--- config.mk ---
export PLATFORM = sky130hd
export DESIGN_NAME = polygon_pole_containment_flat
export DESIGN_NICKNAME = d
export VERILOG_FILES = /design/src/hw/rtl/ppc_pkg.sv /design/src/hw/rtl/ppc_vertex_if.sv /design/src/hw/rtl/ppc_pole_if.sv /design/src/hw/rtl/ppc_edge_term.sv /design/src/hw/rtl/ppc_verdict.sv /design/src/hw/rtl/polygon_pole_containment.sv /design/src/flat_wrapper.sv
export VERILOG_INCLUDE_DIRS = /design/src /design/src/hw/rtl
export SDC_FILE = /design/constraint.sdc
export NUM_CORES = 2
export LEC_CHECK = 0
export ABC_AREA = 1
export BUFFER_PORTS_ARGS = -buffer_cell sky130_fd_sc_hd__buf_2
export CORE_MARGIN = 3
export CORE_UTILIZATION = 38
export CTS_CLUSTER_SIZE = 10
export DETAILED_ROUTE_END_ITERATION = 16
export GPL_ROUTABILITY_DRIVEN = 0
export HOLD_SLACK_MARGIN = 0.08
export SETUP_SLACK_MARGIN = 0.15
export SLEW_MARGIN = 20
export SYNTH_ARGS = -nofsm -noshare
export SYNTH_HDL_FRONTEND = slang
export SYNTH_HIERARCHICAL = 1
export SYNTH_SLANG_ARGS = --single-unit
--- constraint.sdc ---
create_clock -name clk -period 13.9 [get_ports clk]
set_input_delay 2.78 -clock clk [delete_from_list [all_inputs] [get_ports clk]]
set_output_delay 2.78 -clock clk [all_outputs]
set_load 0.005 [all_outputs]
--- src/hw/rtl/assert_macros.svh ---
// ----------------------------------------------------------------------------
// Assertion macros
// Shared concurrent assertion forms with synchronous reset disable.
// ----------------------------------------------------------------------------
`ifndef ASSERT_MACROS_SVH
`define ASSERT_MACROS_SVH

// same-cycle implication
`define ASSERT_IMPLIES(label, clk, rst, ante, cons, msg) \
  label: assert property (@(posedge clk) disable iff (rst) (ante) |-> (cons)) else $error(msg);

// next-cycle implication
`define ASSERT_NEXT(label, clk, rst, ante, cons, msg) \
  label: assert property (@(posedge clk) disable iff (rst) (ante) |=> (cons)) else $error(msg);

`endif

--- src/hw/rtl/ppc_pkg.sv ---
// ----------------------------------------------------------------------------
// ppc_pkg
// Types, widths, constants and saturating adders for pole containment.
// ----------------------------------------------------------------------------
package ppc_pkg;

  localparam int LON_W      = 26;
  localparam int LAT_W      = 24;
  localparam int TOL_W      = 24;
  localparam int DELTA_W    = LON_W + 2;
  localparam int SPAN_W     = 25;
  localparam int MAG_W      = SPAN_W - 1;
  localparam int LSUM_W     = LAT_W + 1;
  localparam int TERM_W     = 2 * SPAN_W;
  localparam int SPAN_SUM_W = 48;
  localparam int AREA_W     = 64;

  localparam logic signed [DELTA_W-1:0] HALF_TURN = 28'sd11796480;
  localparam logic signed [DELTA_W-1:0] FULL_TURN = 28'sd23592960;

  localparam logic [TOL_W-1:0] TOL_RESET = 24'd65536;

  localparam logic signed [SPAN_SUM_W-1:0] SPAN_SUM_MAX = {1'b0, {(SPAN_SUM_W-1){1'b1}}};
  localparam logic signed [SPAN_SUM_W-1:0] SPAN_SUM_MIN = {1'b1, {(SPAN_SUM_W-1){1'b0}}};
  localparam logic signed [AREA_W-1:0]     AREA_MAX     = {1'b0, {(AREA_W-1){1'b1}}};
  localparam logic signed [AREA_W-1:0]     AREA_MIN     = {1'b1, {(AREA_W-1){1'b0}}};

  typedef enum logic [1:0] {
    POLE_NONE  = 2'd0,
    POLE_NORTH = 2'd1,
    POLE_SOUTH = 2'd2
  } pole_code_t;

  // vertex operands of the running edge and of the closing edge
  typedef struct packed {
    logic signed [LON_W-1:0] prev_lon;
    logic signed [LAT_W-1:0] prev_lat;
    logic signed [LON_W-1:0] lon;
    logic signed [LAT_W-1:0] lat;
    logic signed [LON_W-1:0] first_lon;
    logic signed [LAT_W-1:0] first_lat;
    logic                    has_edge;
    logic                    last;
    logic                    single;
  } operand_t;

  // per-edge span and area terms
  typedef struct packed {
    logic signed [SPAN_W-1:0] span_a;
    logic signed [TERM_W-1:0] term_a;
    logic signed [SPAN_W-1:0] span_b;
    logic signed [TERM_W-1:0] term_b;
    logic                     has_edge;
    logic                     last;
    logic                     single;
  } edge_terms_t;

  // sums after the last running edge, closing edge still to add
  typedef struct packed {
    logic signed [SPAN_SUM_W-1:0] span_part;
    logic signed [AREA_W-1:0]     area_part;
    logic signed [SPAN_W-1:0]     span_b;
    logic signed [TERM_W-1:0]     term_b;
    logic                         single;
  } final_t;

  function automatic logic signed [SPAN_SUM_W-1:0] sat_span_add(
    logic signed [SPAN_SUM_W-1:0] acc,
    logic signed [SPAN_W-1:0]     inc
  );
    logic signed [SPAN_SUM_W:0] s;
    s = (SPAN_SUM_W+1)'(acc) + (SPAN_SUM_W+1)'(inc);
    if (s[SPAN_SUM_W] != s[SPAN_SUM_W-1]) begin
      return s[SPAN_SUM_W] ? SPAN_SUM_MIN : SPAN_SUM_MAX;
    end
    return s[SPAN_SUM_W-1:0];
  endfunction

  function automatic logic signed [AREA_W-1:0] sat_area_add(
    logic signed [AREA_W-1:0] acc,
    logic signed [TERM_W-1:0] inc
  );
    logic signed [AREA_W:0] s;
    s = (AREA_W+1)'(acc) + (AREA_W+1)'(inc);
    if (s[AREA_W] != s[AREA_W-1]) begin
      return s[AREA_W] ? AREA_MIN : AREA_MAX;
    end
    return s[AREA_W-1:0];
  endfunction

endpackage

--- src/hw/rtl/ppc_vertex_if.sv ---
// ----------------------------------------------------------------------------
// ppc_vertex_if
// Valid/ready channel carrying one polygon vertex per item.
// ----------------------------------------------------------------------------
interface ppc_vertex_if;
  import ppc_pkg::*;

  logic                    valid;
  logic                    ready;
  logic signed [LON_W-1:0] longitude;
  logic signed [LAT_W-1:0] latitude;
  logic                    last_vertex;

  modport source (output valid, longitude, latitude, last_vertex, input ready);
  modport sink   (input valid, longitude, latitude, last_vertex, output ready);
endinterface

--- src/hw/rtl/ppc_pole_if.sv ---
// ----------------------------------------------------------------------------
// ppc_pole_if
// Valid/ready channel carrying one pole verdict per item.
// ----------------------------------------------------------------------------
interface ppc_pole_if;
  import ppc_pkg::*;

  logic       valid;
  logic       ready;
  pole_code_t pole_code;

  modport source (output valid, pole_code, input ready);
  modport sink   (input valid, pole_code, output ready);
endinterface

--- src/hw/rtl/ppc_edge_term.sv ---
// ----------------------------------------------------------------------------
// ppc_edge_term
// Wraps one edge to at most a half turn and forms its span and area term.
// ----------------------------------------------------------------------------
module ppc_edge_term (
  input  logic signed [ppc_pkg::LON_W-1:0]  start_lon,
  input  logic signed [ppc_pkg::LAT_W-1:0]  start_lat,
  input  logic signed [ppc_pkg::LON_W-1:0]  end_lon,
  input  logic signed [ppc_pkg::LAT_W-1:0]  end_lat,
  output logic signed [ppc_pkg::SPAN_W-1:0] span,
  output logic signed [ppc_pkg::TERM_W-1:0] term
);
  import ppc_pkg::*;

  logic signed [DELTA_W-1:0] delta;
  logic signed [DELTA_W-1:0] wrapped;
  logic signed [SPAN_W-1:0]  span_neg;
  logic        [MAG_W-1:0]   mag;
  logic signed [SPAN_W-1:0]  mag_s;
  logic signed [LSUM_W-1:0]  lat_sum;

  // end minus start; three full turns cover any 26-bit operand pair
  always_comb begin
    delta   = DELTA_W'(end_lon) - DELTA_W'(start_lon);
    wrapped = delta;
    if (delta > HALF_TURN) begin
      wrapped = wrapped - FULL_TURN;
      if (wrapped > HALF_TURN) wrapped = wrapped - FULL_TURN;
      if (wrapped > HALF_TURN) wrapped = wrapped - FULL_TURN;
    end else if (delta < -HALF_TURN) begin
      wrapped = wrapped + FULL_TURN;
      if (wrapped < -HALF_TURN) wrapped = wrapped + FULL_TURN;
      if (wrapped < -HALF_TURN) wrapped = wrapped + FULL_TURN;
    end
  end

  always_comb begin
    span     = SPAN_W'(-wrapped);
    span_neg = -span;
    mag      = span[SPAN_W-1] ? span_neg[MAG_W-1:0] : span[MAG_W-1:0];
    mag_s    = $signed({1'b0, mag});
    lat_sum  = LSUM_W'(start_lat) + LSUM_W'(end_lat);
    term     = TERM_W'(mag_s) * TERM_W'(lat_sum);
  end

endmodule

--- src/hw/rtl/ppc_verdict.sv ---
// ----------------------------------------------------------------------------
// ppc_verdict
// Adds the closing edge and decides north, south or no pole.
// ----------------------------------------------------------------------------
module ppc_verdict (
  input  ppc_pkg::final_t          fin,
  input  logic [ppc_pkg::TOL_W-1:0] tol,
  output ppc_pkg::pole_code_t      code
);
  import ppc_pkg::*;

  logic signed [SPAN_SUM_W-1:0] span_total;
  logic signed [AREA_W-1:0]     area_total;
  logic signed [SPAN_SUM_W-1:0] tol_pos;
  logic signed [SPAN_SUM_W-1:0] tol_neg;

  always_comb begin
    span_total = sat_span_add(fin.span_part, fin.span_b);
    area_total = sat_area_add(fin.area_part, fin.term_b);
    tol_pos    = $signed({{(SPAN_SUM_W-TOL_W){1'b0}}, tol});
    tol_neg    = -tol_pos;
    if (fin.single) begin
      code = POLE_NONE;
    end else if (span_total < tol_pos && span_total > tol_neg) begin
      code = POLE_NONE;
    end else if (!area_total[AREA_W-1]) begin
      code = POLE_NORTH;
    end else begin
      code = POLE_SOUTH;
    end
  end

endmodule

--- src/hw/rtl/polygon_pole_containment.sv ---
// ----------------------------------------------------------------------------
// polygon_pole_containment
// Streams lat-lon polygon vertices and reports which pole the ring encloses.
//
//   channel   dir  handshake      payload
//   vertex    in   valid/ready    longitude, latitude, last_vertex
//   pole      out  valid/ready    pole_code (one item per last_vertex)
//   cfg       in   cfg_wr_en      cfg_wr_data -> span_tolerance
//
// One vertex accepted per cycle unless stalled; a verdict is offered after its
// last vertex passes the operand, edge term, accumulate and output registers.
// Edge terms use two 25x25 multipliers in parallel, one per edge.
// rst (synchronous) empties the pipe, clears the sums and loads a tolerance
// of one degree. A stalled verdict holds back each stage behind it once the
// next stage is occupied; the vertex channel stalls when all four are full.
// ----------------------------------------------------------------------------
`include "assert_macros.svh"

module polygon_pole_containment (
  input  logic                      clk,
  input  logic                      rst,
  input  logic                      cfg_wr_en,
  input  logic [ppc_pkg::TOL_W-1:0] cfg_wr_data,
  ppc_vertex_if.sink                vertex,
  ppc_pole_if.source                pole
);
  import ppc_pkg::*;

  logic [TOL_W-1:0] span_tolerance;

  // polygon state
  logic                         have_first;
  logic signed [LON_W-1:0]      first_lon;
  logic signed [LAT_W-1:0]      first_lat;
  logic signed [LON_W-1:0]      prev_lon;
  logic signed [LAT_W-1:0]      prev_lat;
  logic signed [SPAN_SUM_W-1:0] span_acc;
  logic signed [AREA_W-1:0]     area_acc;

  // pipeline registers
  logic        v0, v1, v2, out_valid;
  operand_t    r0;
  edge_terms_t r1;
  final_t      r2;
  pole_code_t  out_code;

  logic                         in_fire, free0, free1, free2, out_free;
  logic                         move0, move1, move2;
  operand_t                     r0_next;
  edge_terms_t                  r1_next;
  final_t                       r2_next;
  logic signed [SPAN_W-1:0]     run_span;
  logic signed [TERM_W-1:0]     run_term;
  logic signed [SPAN_W-1:0]     close_span;
  logic signed [TERM_W-1:0]     close_term;
  logic signed [SPAN_SUM_W-1:0] span_step;
  logic signed [AREA_W-1:0]     area_step;
  pole_code_t                   verdict;

  // ready ripples back from the output register; non-final items leave at the
  // accumulate stage
  always_comb begin
    out_free = !out_valid || pole.ready;
    free2    = !v2 || out_free;
    free1    = !v1 || free2;
    free0    = !v0 || free1;
    move0    = v0 && free1;
    move1    = v1 && free2;
    move2    = v2 && out_free;
    in_fire  = vertex.valid && free0;
  end

  assign vertex.ready   = free0;
  assign pole.valid     = out_valid;
  assign pole.pole_code = out_code;

  always_comb begin
    r0_next.prev_lon  = prev_lon;
    r0_next.prev_lat  = prev_lat;
    r0_next.lon       = vertex.longitude;
    r0_next.lat       = vertex.latitude;
    r0_next.first_lon = first_lon;
    r0_next.first_lat = first_lat;
    r0_next.has_edge  = have_first;
    r0_next.last      = vertex.last_vertex;
    r0_next.single    = !have_first && vertex.last_vertex;
  end

  ppc_edge_term u_edge_run (
    .start_lon (r0.prev_lon),
    .start_lat (r0.prev_lat),
    .end_lon   (r0.lon),
    .end_lat   (r0.lat),
    .span      (run_span),
    .term      (run_term)
  );

  ppc_edge_term u_edge_close (
    .start_lon (r0.lon),
    .start_lat (r0.lat),
    .end_lon   (r0.first_lon),
    .end_lat   (r0.first_lat),
    .span      (close_span),
    .term      (close_term)
  );

  always_comb begin
    r1_next.span_a   = run_span;
    r1_next.term_a   = run_term;
    r1_next.span_b   = close_span;
    r1_next.term_b   = close_term;
    r1_next.has_edge = r0.has_edge;
    r1_next.last     = r0.last;
    r1_next.single   = r0.single;
  end

  // add the running edge; the closing edge waits for the next stage
  always_comb begin
    if (r1.has_edge) begin
      span_step = sat_span_add(span_acc, r1.span_a);
      area_step = sat_area_add(area_acc, r1.term_a);
    end else begin
      span_step = span_acc;
      area_step = area_acc;
    end
    r2_next.span_part = span_step;
    r2_next.area_part = area_step;
    r2_next.span_b    = r1.span_b;
    r2_next.term_b    = r1.term_b;
    r2_next.single    = r1.single;
  end

  ppc_verdict u_verdict (
    .fin  (r2),
    .tol  (span_tolerance),
    .code (verdict)
  );

  always_ff @(posedge clk) begin
    if (rst) begin
      span_tolerance <= TOL_RESET;
      have_first     <= 1'b0;
      span_acc       <= '0;
      area_acc       <= '0;
      v0             <= 1'b0;
      v1             <= 1'b0;
      v2             <= 1'b0;
      out_valid      <= 1'b0;
    end else begin
      if (cfg_wr_en) span_tolerance <= cfg_wr_data;
      if (in_fire) have_first <= !vertex.last_vertex;
      if (move1) begin
        span_acc <= r1.last ? '0 : span_step;
        area_acc <= r1.last ? '0 : area_step;
      end
      v0        <= in_fire || (v0 && !free1);
      v1        <= move0 || (v1 && !free2);
      v2        <= (move1 && r1.last) || (v2 && !out_free);
      out_valid <= move2 || (out_valid && !pole.ready);
    end
  end

  always_ff @(posedge clk) begin
    if (in_fire) begin
      r0       <= r0_next;
      prev_lon <= vertex.longitude;
      prev_lat <= vertex.latitude;
      if (!have_first) begin
        first_lon <= vertex.longitude;
        first_lat <= vertex.latitude;
      end
    end
    if (move0) r1 <= r1_next;
    if (move1) r2 <= r2_next;
    if (move2) out_code <= verdict;
  end

  `ASSERT_NEXT(a_sums_clear, clk, rst, move1 && r1.last, span_acc == '0 && area_acc == '0, "sums not cleared after last vertex")
  `ASSERT_NEXT(a_ring_restart, clk, rst, in_fire && vertex.last_vertex, !have_first, "ring not restarted after last vertex")
  `ASSERT_IMPLIES(a_single_none, clk, rst, v2 && r2.single, verdict == POLE_NONE, "single vertex ring reported a pole")
  `ASSERT_NEXT(a_result_held, clk, rst, out_valid && !pole.ready, out_valid && out_code == $past(out_code), "stalled verdict lost or changed")

endmodule
--- src/flat_wrapper.sv ---
// flat-port wrapper written by rule: the top's interface ports become plain ports
module polygon_pole_containment_flat import ppc_pkg::*;
  (clk, rst, cfg_wr_en, cfg_wr_data, vertex_valid, vertex_longitude, vertex_latitude, vertex_last_vertex, vertex_ready, pole_valid, pole_pole_code, pole_ready);
  ppc_vertex_if vertex_i ();
  ppc_pole_if pole_i ();
  input  logic clk;
  input  logic rst;
  input  logic cfg_wr_en;
  input  logic [ppc_pkg::TOL_W-1:0] cfg_wr_data;
  input wire logic [$bits(vertex_i.valid)-1:0] vertex_valid;
  input wire logic [$bits(vertex_i.longitude)-1:0] vertex_longitude;
  input wire logic [$bits(vertex_i.latitude)-1:0] vertex_latitude;
  input wire logic [$bits(vertex_i.last_vertex)-1:0] vertex_last_vertex;
  output wire logic [$bits(vertex_i.ready)-1:0] vertex_ready;
  output wire logic [$bits(pole_i.valid)-1:0] pole_valid;
  output wire logic [$bits(pole_i.pole_code)-1:0] pole_pole_code;
  input wire logic [$bits(pole_i.ready)-1:0] pole_ready;
  assign vertex_i.valid = vertex_valid;
  assign vertex_i.longitude = vertex_longitude;
  assign vertex_i.latitude = vertex_latitude;
  assign vertex_i.last_vertex = vertex_last_vertex;
  assign vertex_ready = vertex_i.ready;
  assign pole_valid = pole_i.valid;
  assign pole_pole_code = pole_i.pole_code;
  assign pole_i.ready = pole_ready;
  polygon_pole_containment u_core (.clk(clk), .rst(rst), .cfg_wr_en(cfg_wr_en), .cfg_wr_data(cfg_wr_data), .vertex(vertex_i), .pole(pole_i));
endmodule
== After elaboration in Yosys (flattened, before gate mapping) ==
Cells that the tools add are included.

* Register bits after elaboration: 687
* Input port bits: 80
* Logic and storage cells: 152

* Add/subtract/negate cells: 25
* $mul: 2
* Order comparisons: 14
* Eq/ne operators: 4
* Multiplexer cells: 43
* Bitwise operators: 1
* Reduce and logical (&&, ||, !) cells: 31

{| class="wikitable"
|+ Operators by type and width
! cell !! count
|-
| $mux 64 || 8
|-
| $mux 48 || 8
|-
| $mux 28 || 10
|-
| $mux 25 || 8
|-
| $add 64x50->65 || 2
|-
| $gt 28x25->1 const B || 4
|-
| $lt 28x25->1 const B || 4
|-
| $mul 25x25->50 || 2
|-
| $add 48x25->49 || 2
|-
| $add 27x26->28 const B || 2
|-
| $add 28x26->28 const B || 2
|-
| $sub 27x26->28 const B || 2
|-
| $sub 28x26->28 const B || 2
|-
| $gt 27x25->1 const B || 2
|-
| $lt 27x25->1 const B || 2
|-
| $sub 26x26->27 || 2
|-
| $add 24x24->25 || 2
|-
| $add 25x25->25 const B || 2
|-
| $neg 25->25 || 2
|-
| $sub 25x25->25 const B || 2
|-
| $gt 48x48->1 || 1
|-
| $lt 48x25->1 || 1
|-
| $mux 24 || 2
|-
| $neg 24->24 || 2
|-
| other kinds (10) || 44
|}

== Longest topological paths before layout ==
* Word-level depth: 14
* Gate-level depth with buffers: 90

== By module ==
Netlist, hierarchy kept.

{| class="wikitable"
|+ By module, submodules not included
! module !! instances !! cells an instance !! area an instance (um^2)
|-
| polygon_pole_containment || 1 || 3317 || 31809.3
|-
| ppc_edge_term (u_core.u_edge_close) || 1 || 3502 || 25380.6
|-
| ppc_edge_term (u_core.u_edge_run) || 1 || 3404 || 25192.9
|-
| ppc_verdict || 1 || 1466 || 8145.3
|}

== Worst setup path after synthesis ==
OpenSTA, ideal clock, no wires.

* Kind: reg-to-reg
* Start point: register u_core/r0[77] in the netlist's numbering
* End point: register u_core/r1[125] in the netlist's numbering, data pin
* Library setup time: 0.259 ns
* Data arrival time: 11.138 ns
* Slack: 2.503 ns
* Cell stages (with the launch flop): 70
* Buffers on the path: 3
* Cell sequence: edfxtp_1 -> inv_1 -> ha_1 -> fa_1 -> inv_1 -> nand3_1 -> nand2_1 -> nand3b_1 -> nand3_1 -> nand2_1 -> nand2_2 -> inv_2 -> ha_1 -> inv_1 -> nand3_1 -> nand2_2 -> nand2_2 -> nand2_1 -> (+34 left out) -> inv_1 -> fa_1 -> inv_1 -> ha_1 -> nand2_1 -> o31ai_1 -> a21boi_0 -> o21ai_0 -> a21boi_0 -> o21ai_0 -> nand2_1 -> nand3_1 -> o21ai_0 -> o21ai_0 -> a21oi_1 -> o21ai_0 -> a21oi_1 -> xnor2_1

* Cells in the longest elaborated chain, start to end: 14

{| class="wikitable"
|+ RTL lines
! item !! line !! source
|-
| start, declared || polygon_pole_containment.sv:42 || <nowiki>operand_t r0;</nowiki>
|-
| start signal, assigned || polygon_pole_containment.sv:165 || <nowiki>r0 <= r0_next;</nowiki>
|-
| $sub 26x26->27 (*) || ppc_edge_term.sv:24 || <nowiki>delta = DELTA_W'(end_lon) - DELTA_W'(start_lon);</nowiki>
|-
| $add 27x26->28 || ppc_edge_term.sv:31 || <nowiki>wrapped = wrapped + FULL_TURN;</nowiki>
|-
| $add 28x26->28 / $lt 28x25->1 (equally long branches) || ppc_edge_term.sv:32 || <nowiki>if (wrapped < -HALF_TURN) wrapped = wrapped + FULL_TURN;</nowiki>
|-
| $mux 28 || ppc_edge_term.sv:32 ||
|-
| $mux 28 || ppc_edge_term.sv:30 || <nowiki>end else if (delta < -HALF_TURN) begin</nowiki>
|-
| $mux 28 || ppc_edge_term.sv:26 || <nowiki>if (delta > HALF_TURN) begin</nowiki>
|-
| $add 25x25->25 / $lt 28x25->1 (equally long branches) || ppc_edge_term.sv:33 || <nowiki>if (wrapped < -HALF_TURN) wrapped = wrapped + FULL_TURN;</nowiki>
|-
| $mux 25 || ppc_edge_term.sv:33 ||
|-
| $mux 25 || ppc_edge_term.sv:30 ||
|-
| $mux 25 (*) || ppc_edge_term.sv:26 ||
|-
| $neg 25->25 (*) || ppc_edge_term.sv:38 || <nowiki>span = SPAN_W'(-wrapped);</nowiki>
|-
| $neg 24->24 || ppc_edge_term.sv:39 || <nowiki>span_neg = -span;</nowiki>
|-
| $mux 24 (*) || ppc_edge_term.sv:40 || <nowiki>mag = span[SPAN_W-1] ? span_neg[MAG_W-1:0] : span[MAG_W-1:0];</nowiki>
|-
| $mul 25x25->50 (*) || ppc_edge_term.sv:43 || <nowiki>term = TERM_W'(mag_s) * TERM_W'(lat_sum);</nowiki>
|-
| via u_core.run_term[47] || polygon_pole_containment.sv:53 || <nowiki>logic signed [TERM_W-1:0] run_term;</nowiki>
|-
| end signal, assigned || polygon_pole_containment.sv:173 || <nowiki>if (move0) r1 <= r1_next;</nowiki>
|-
| end, declared || polygon_pole_containment.sv:43 || <nowiki>edge_terms_t r1;</nowiki>
|}

The timed path passes the listed nets; every way through them passes the cells marked *. The select of a mux whose other input is x is not followed.
A chain may end at the register's enable or synchronous reset.

== Worst setup path in the final report ==
* Start point: register u_core/r0[78] in the netlist's numbering
* End point: register u_core/r1[126] in the netlist's numbering, data pin

{| class="wikitable"
|+ RTL lines
! item !! line !! source
|-
| $sub 26x26->27 (*) || ppc_edge_term.sv:24 ||
|-
| $add 27x26->28 || ppc_edge_term.sv:31 ||
|-
| $add 28x26->28 / $lt 28x25->1 (equally long branches) || ppc_edge_term.sv:32 ||
|-
| $mux 28 || ppc_edge_term.sv:32 ||
|-
| $mux 28 || ppc_edge_term.sv:30 ||
|-
| $mux 28 || ppc_edge_term.sv:26 ||
|-
| $add 25x25->25 / $lt 28x25->1 (equally long branches) || ppc_edge_term.sv:33 ||
|-
| $mux 25 || ppc_edge_term.sv:33 ||
|-
| $mux 25 || ppc_edge_term.sv:30 ||
|-
| $mux 25 (*) || ppc_edge_term.sv:26 ||
|-
| $neg 25->25 (*) || ppc_edge_term.sv:38 ||
|-
| via u_core.run_span[24] || polygon_pole_containment.sv:52 || <nowiki>logic signed [SPAN_W-1:0] run_span;</nowiki>
|-
| $mux 24 (*) || ppc_edge_term.sv:40 ||
|-
| $mul 25x25->50 (*) || ppc_edge_term.sv:43 ||
|-
| via u_core.run_term[48] || polygon_pole_containment.sv:53 ||
|}

Marks and branches as above.

==> results.py <==
metrics = {
    "status": {
        "status": "complete, no violations",
    },
    "setup_path": {
        "cp.depth": 63,
        "required_ns": 14.34,
        "crit_path_end": "u_core/r1[126]",
        "cp_max_fo": 18,
        "crit_path_end_kind": "register",
        "reg2reg_depth": 63,
        "critPathLaunchType": "register",
        "worst_r2r_endpoint": "u_core/r1[126]",
        "cp-startpoint": "u_core/r0[78]",
        "reg2reg_slack_ns": 1.09,
        "cpMostUsedCell": "inv_1",
        "slowest_delay_ns": 0.66,
        "cp.arrival_ns": 13.26,
        "cpMaxStageDelayCell": "fa_1",
        "rr_startpoint": "u_core/r0[78]",
        "crit_buf_inv": 12,
        "crit_family": "adder cells",
        "crit_type": "reg2reg",
    },
    "yosys": {
        "synth_xor_area_share_pct": 3.068,
        "seq_area_frac_synth_pct": 21.23,
        "synth_ff_type": "edfxtp_1",
        "postSynthCellCount": 11690,
        "synth_top_area_share_pct": 22.40,
        "ys_seq_elements": 687,
        "synth_async_sr_flop_share_pct": 0,
        "synth_area_leaders": "fa_1 (22%), edfxtp_1 (18%), nand2_1 (13%), ha_1 (12%), inv_1 (9.1%)",
        "synth_top_family_by_area": "adder cells",
        "yosysWarningCount": 6,
        "synth_edf_count": 546,
        "synth_mux_area_share_pct": 0,
        "synth.distinct_cells": 76,
        "synth_area_sq_um": 90530,
        "synth_compound_area_share_pct": 6.471,
        "syn_area_per_cell_sq_um": 7.745,
        "synth_adder_area_share_pct": 33.91,
        "yosys.area.top_type": "fa_1",
        "syn-num-nets": 13620,
        "synthSimpleGateAreaFrac_pct": 24.37,
    },
    "drt": {
        "ant_nets": 0,
        "drt_wl_total_um": 281500,
        "drt_iter0_markers": 6308,
        "wl_per_cell_um": 18.88,
        "via_count": 75480,
        "dr.pass1.iters": 6,
        "drc": 0,
        "via_per_inst": 5.061,
    },
    "layout": {
        "nFillCells": 24410,
        "drive_gt1_share_pct": 6.172,
        "syn2layout_area_growth_pct": 7.700,
        "fin_util_pct": 41.30,
        "design.final.nets": 13620,
    },
    "cts": {
        "post_cts_buffers": 0,
        "cts-root-buf": "clkbuf_16",
        "htree_levels": 3,
        "cts_buffers": 89,
        "clock_sinks": 687,
        "clockBufferDepth": 3,
        "cts_tree": "done",
        "clk_pin_slew_ns": 0.07,
        "clk_latency_ns": 0.74,
    },
    "timing": {
        "slew_violations": 0,
        "worst_pin_slew_ns": 1.122,
        "fin_crit_ns": 12.81,
        "whs_ns": 0.4070,
        "min_period_over_period_pct": 92.18,
        "rsz0062_at_grt": "yes",
        "slew-limit-headroom_pct": 24.80,
        "setup_viol": 0,
        "finalHoldViolations": 0,
        "tns_ns": 0,
        "finClkSkew_ns": 0.03258,
        "max_clock_freq_mhz": 78.05,
    },
    "grt": {
        "grt_max_degree": 111,
        "overflow": 0,
        "antenna_found_initial": 9,
        "grt_use_total_pct": 23.04,
        "grt_pass1_vias": 73970,
        "grt_pass1_wl_um": 437300,
    },
    "floorplan": {
        "fp-row-count": 178,
        "core_sq_um": 236100,
        "dieHeight_um": 494.1,
        "die_w_um": 494.1,
        "die_area_sq_um": 244100,
        "pin_count": 84,
        "initial_core_util_pct": 38.35,
    },
    "placed_design": {
        "hpwl_um": 229400,
        "io_buffers": 83,
    },
    "worst_hold_path": {
        "hold_class": "reg2reg",
    },
    "run": {
        "cap_violations": 0,
    },
}
==> cell usage after synthesis, types with 125 or more instances <==
library cell and instances:
nand2_1 3228, inv_1 2183, nor2_1 1032, fa_1 1013, ha_1 833, a21oi_1 590, edfxtp_1 546, nand3_1 433
o21ai_0 246, xor2_1 196, clkbuf_1 143, dfxtp_1 141, nand2_2 125
==> worst register-to-register path: cells and delay by family (launching register included) <==
family / cells / cell delay [ns]
AO/OA/AOI/OAI: 12 / 2.15
XOR/XNOR: 2 / 0.31
adder cells (fa/ha/maj): 11 / 4.98
buffers and inverters: 12 / 1.44
flip-flops: 1 / 0.50
AND/OR/NAND/NOR: 26 / 3.14
==> worst min-delay path by stage <==
stage	end	slack (ns)	cells past startpoint	start
after floorplan	u_core/r0[10]	0.40	0	u_core/first_lat[7]
after global placement	u_core/r0[34]	0.40	0	u_core/first_lon[7]
after detailed placement	u_core/r0[12]	0.40	0	u_core/first_lat[9]
after CTS	u_core/r0[32]	0.41	0	u_core/first_lon[5]
after global routing	u_core/r0[42]	0.42	0	u_core/first_lon[15]
final	u_core/r0[26]	0.41	0	u_core/first_lat[23]
==> placed cells by master (no fill, tap or decap), types with 43 or more instances in the layout <==
master	Yosys	final
nand2_1	3228	3224
inv_1	2183	2181
nor2_1	1032	1030
fa_1	1013	1013
ha_1	833	833
a21oi_1	590	587
edfxtp_1	546	546
nand3_1	433	433
o21ai_0	246	238
xor2_1	196	181
dfxtp_1	141	141
nand2_2	125	123
nand4_1	111	111
xnor2_1	110	105
clkbuf_16	0	91
buf_4	28	83
buf_2	49	82
nor3_1	75	74
inv_2	75	62
o21bai_1	60	60
o21ai_1	41	48
nor2_2	44	44
nand3b_1	43	43
==> through the flow <==
stage	instance area (sq um)	worst slack, ns	instances
global route	97500	0.1143	14910
detailed placement	94460	0.4314	14760
global placement	94460	0.5313	14760
floorplan	90530	2.503	11690
finish	97500	1.087	14910
CTS	97340	0.3998	14910
==> flip-flops by register name, indices dropped and copies added, names as in the netlist, 2 cells and up <==
name                   count
u_core/area_acc           64
u_core/first_lat          24
u_core/first_lon          26
u_core/pole.pole_code      2
u_core/r0                153
u_core/r1                153
u_core/r2                188
u_core/span_acc           48
u_core/span_tolerance     24
==> metal layers <==
metal | GRT usage, % | vias up | share of wire, %
met5 | 0 | - | 0.016
met4 | 8.366 | 6 | 4.1
met3 | 4.294 | 493 | 8.0
met2 | 35.07 | 2713 | 43
met1 | 32.61 | 36040 | 45
li1 | - | 36230 | -
==> repair_timing <==
item | CTS | global route
hold endpoints to repair | 0 | 0
hold buffers | 0 | 0
gates resized for setup | 0 | 59
endpoints found under the setup margin | 0 | 27
==> cell families after synthesis <==
logic type / after synthesis
AO/OA/AOI/OAI: 1064
adder cells (fa/ha/maj): 1846
buffers and inverters: 2537
AND/OR/NAND/NOR: 5243
flip-flops: 687
XOR/XNOR: 312
==> final cells by class <==
cell class | instances | area, sq um | share of cell area (%)
Antenna cell | 1 | 2.502 | 0.002567
Clock buffer | 128 | 2486 | 2.550
Clock inverter | 28 | 400.4 | 0.4107
Inverter | 2289 | 8682 | 8.905
Multi-Input combinational cell | 8465 | 61720 | 63.31
Sequential cell | 687 | 19220 | 19.71
Tap cell | 3150 | 3941 | 4.042
Timing Repair Buffer | 166 | 1045 | 1.072
Power is not shown: default switching activity piles up to over one toggle a cycle in this logic, so the estimate is an artifact.
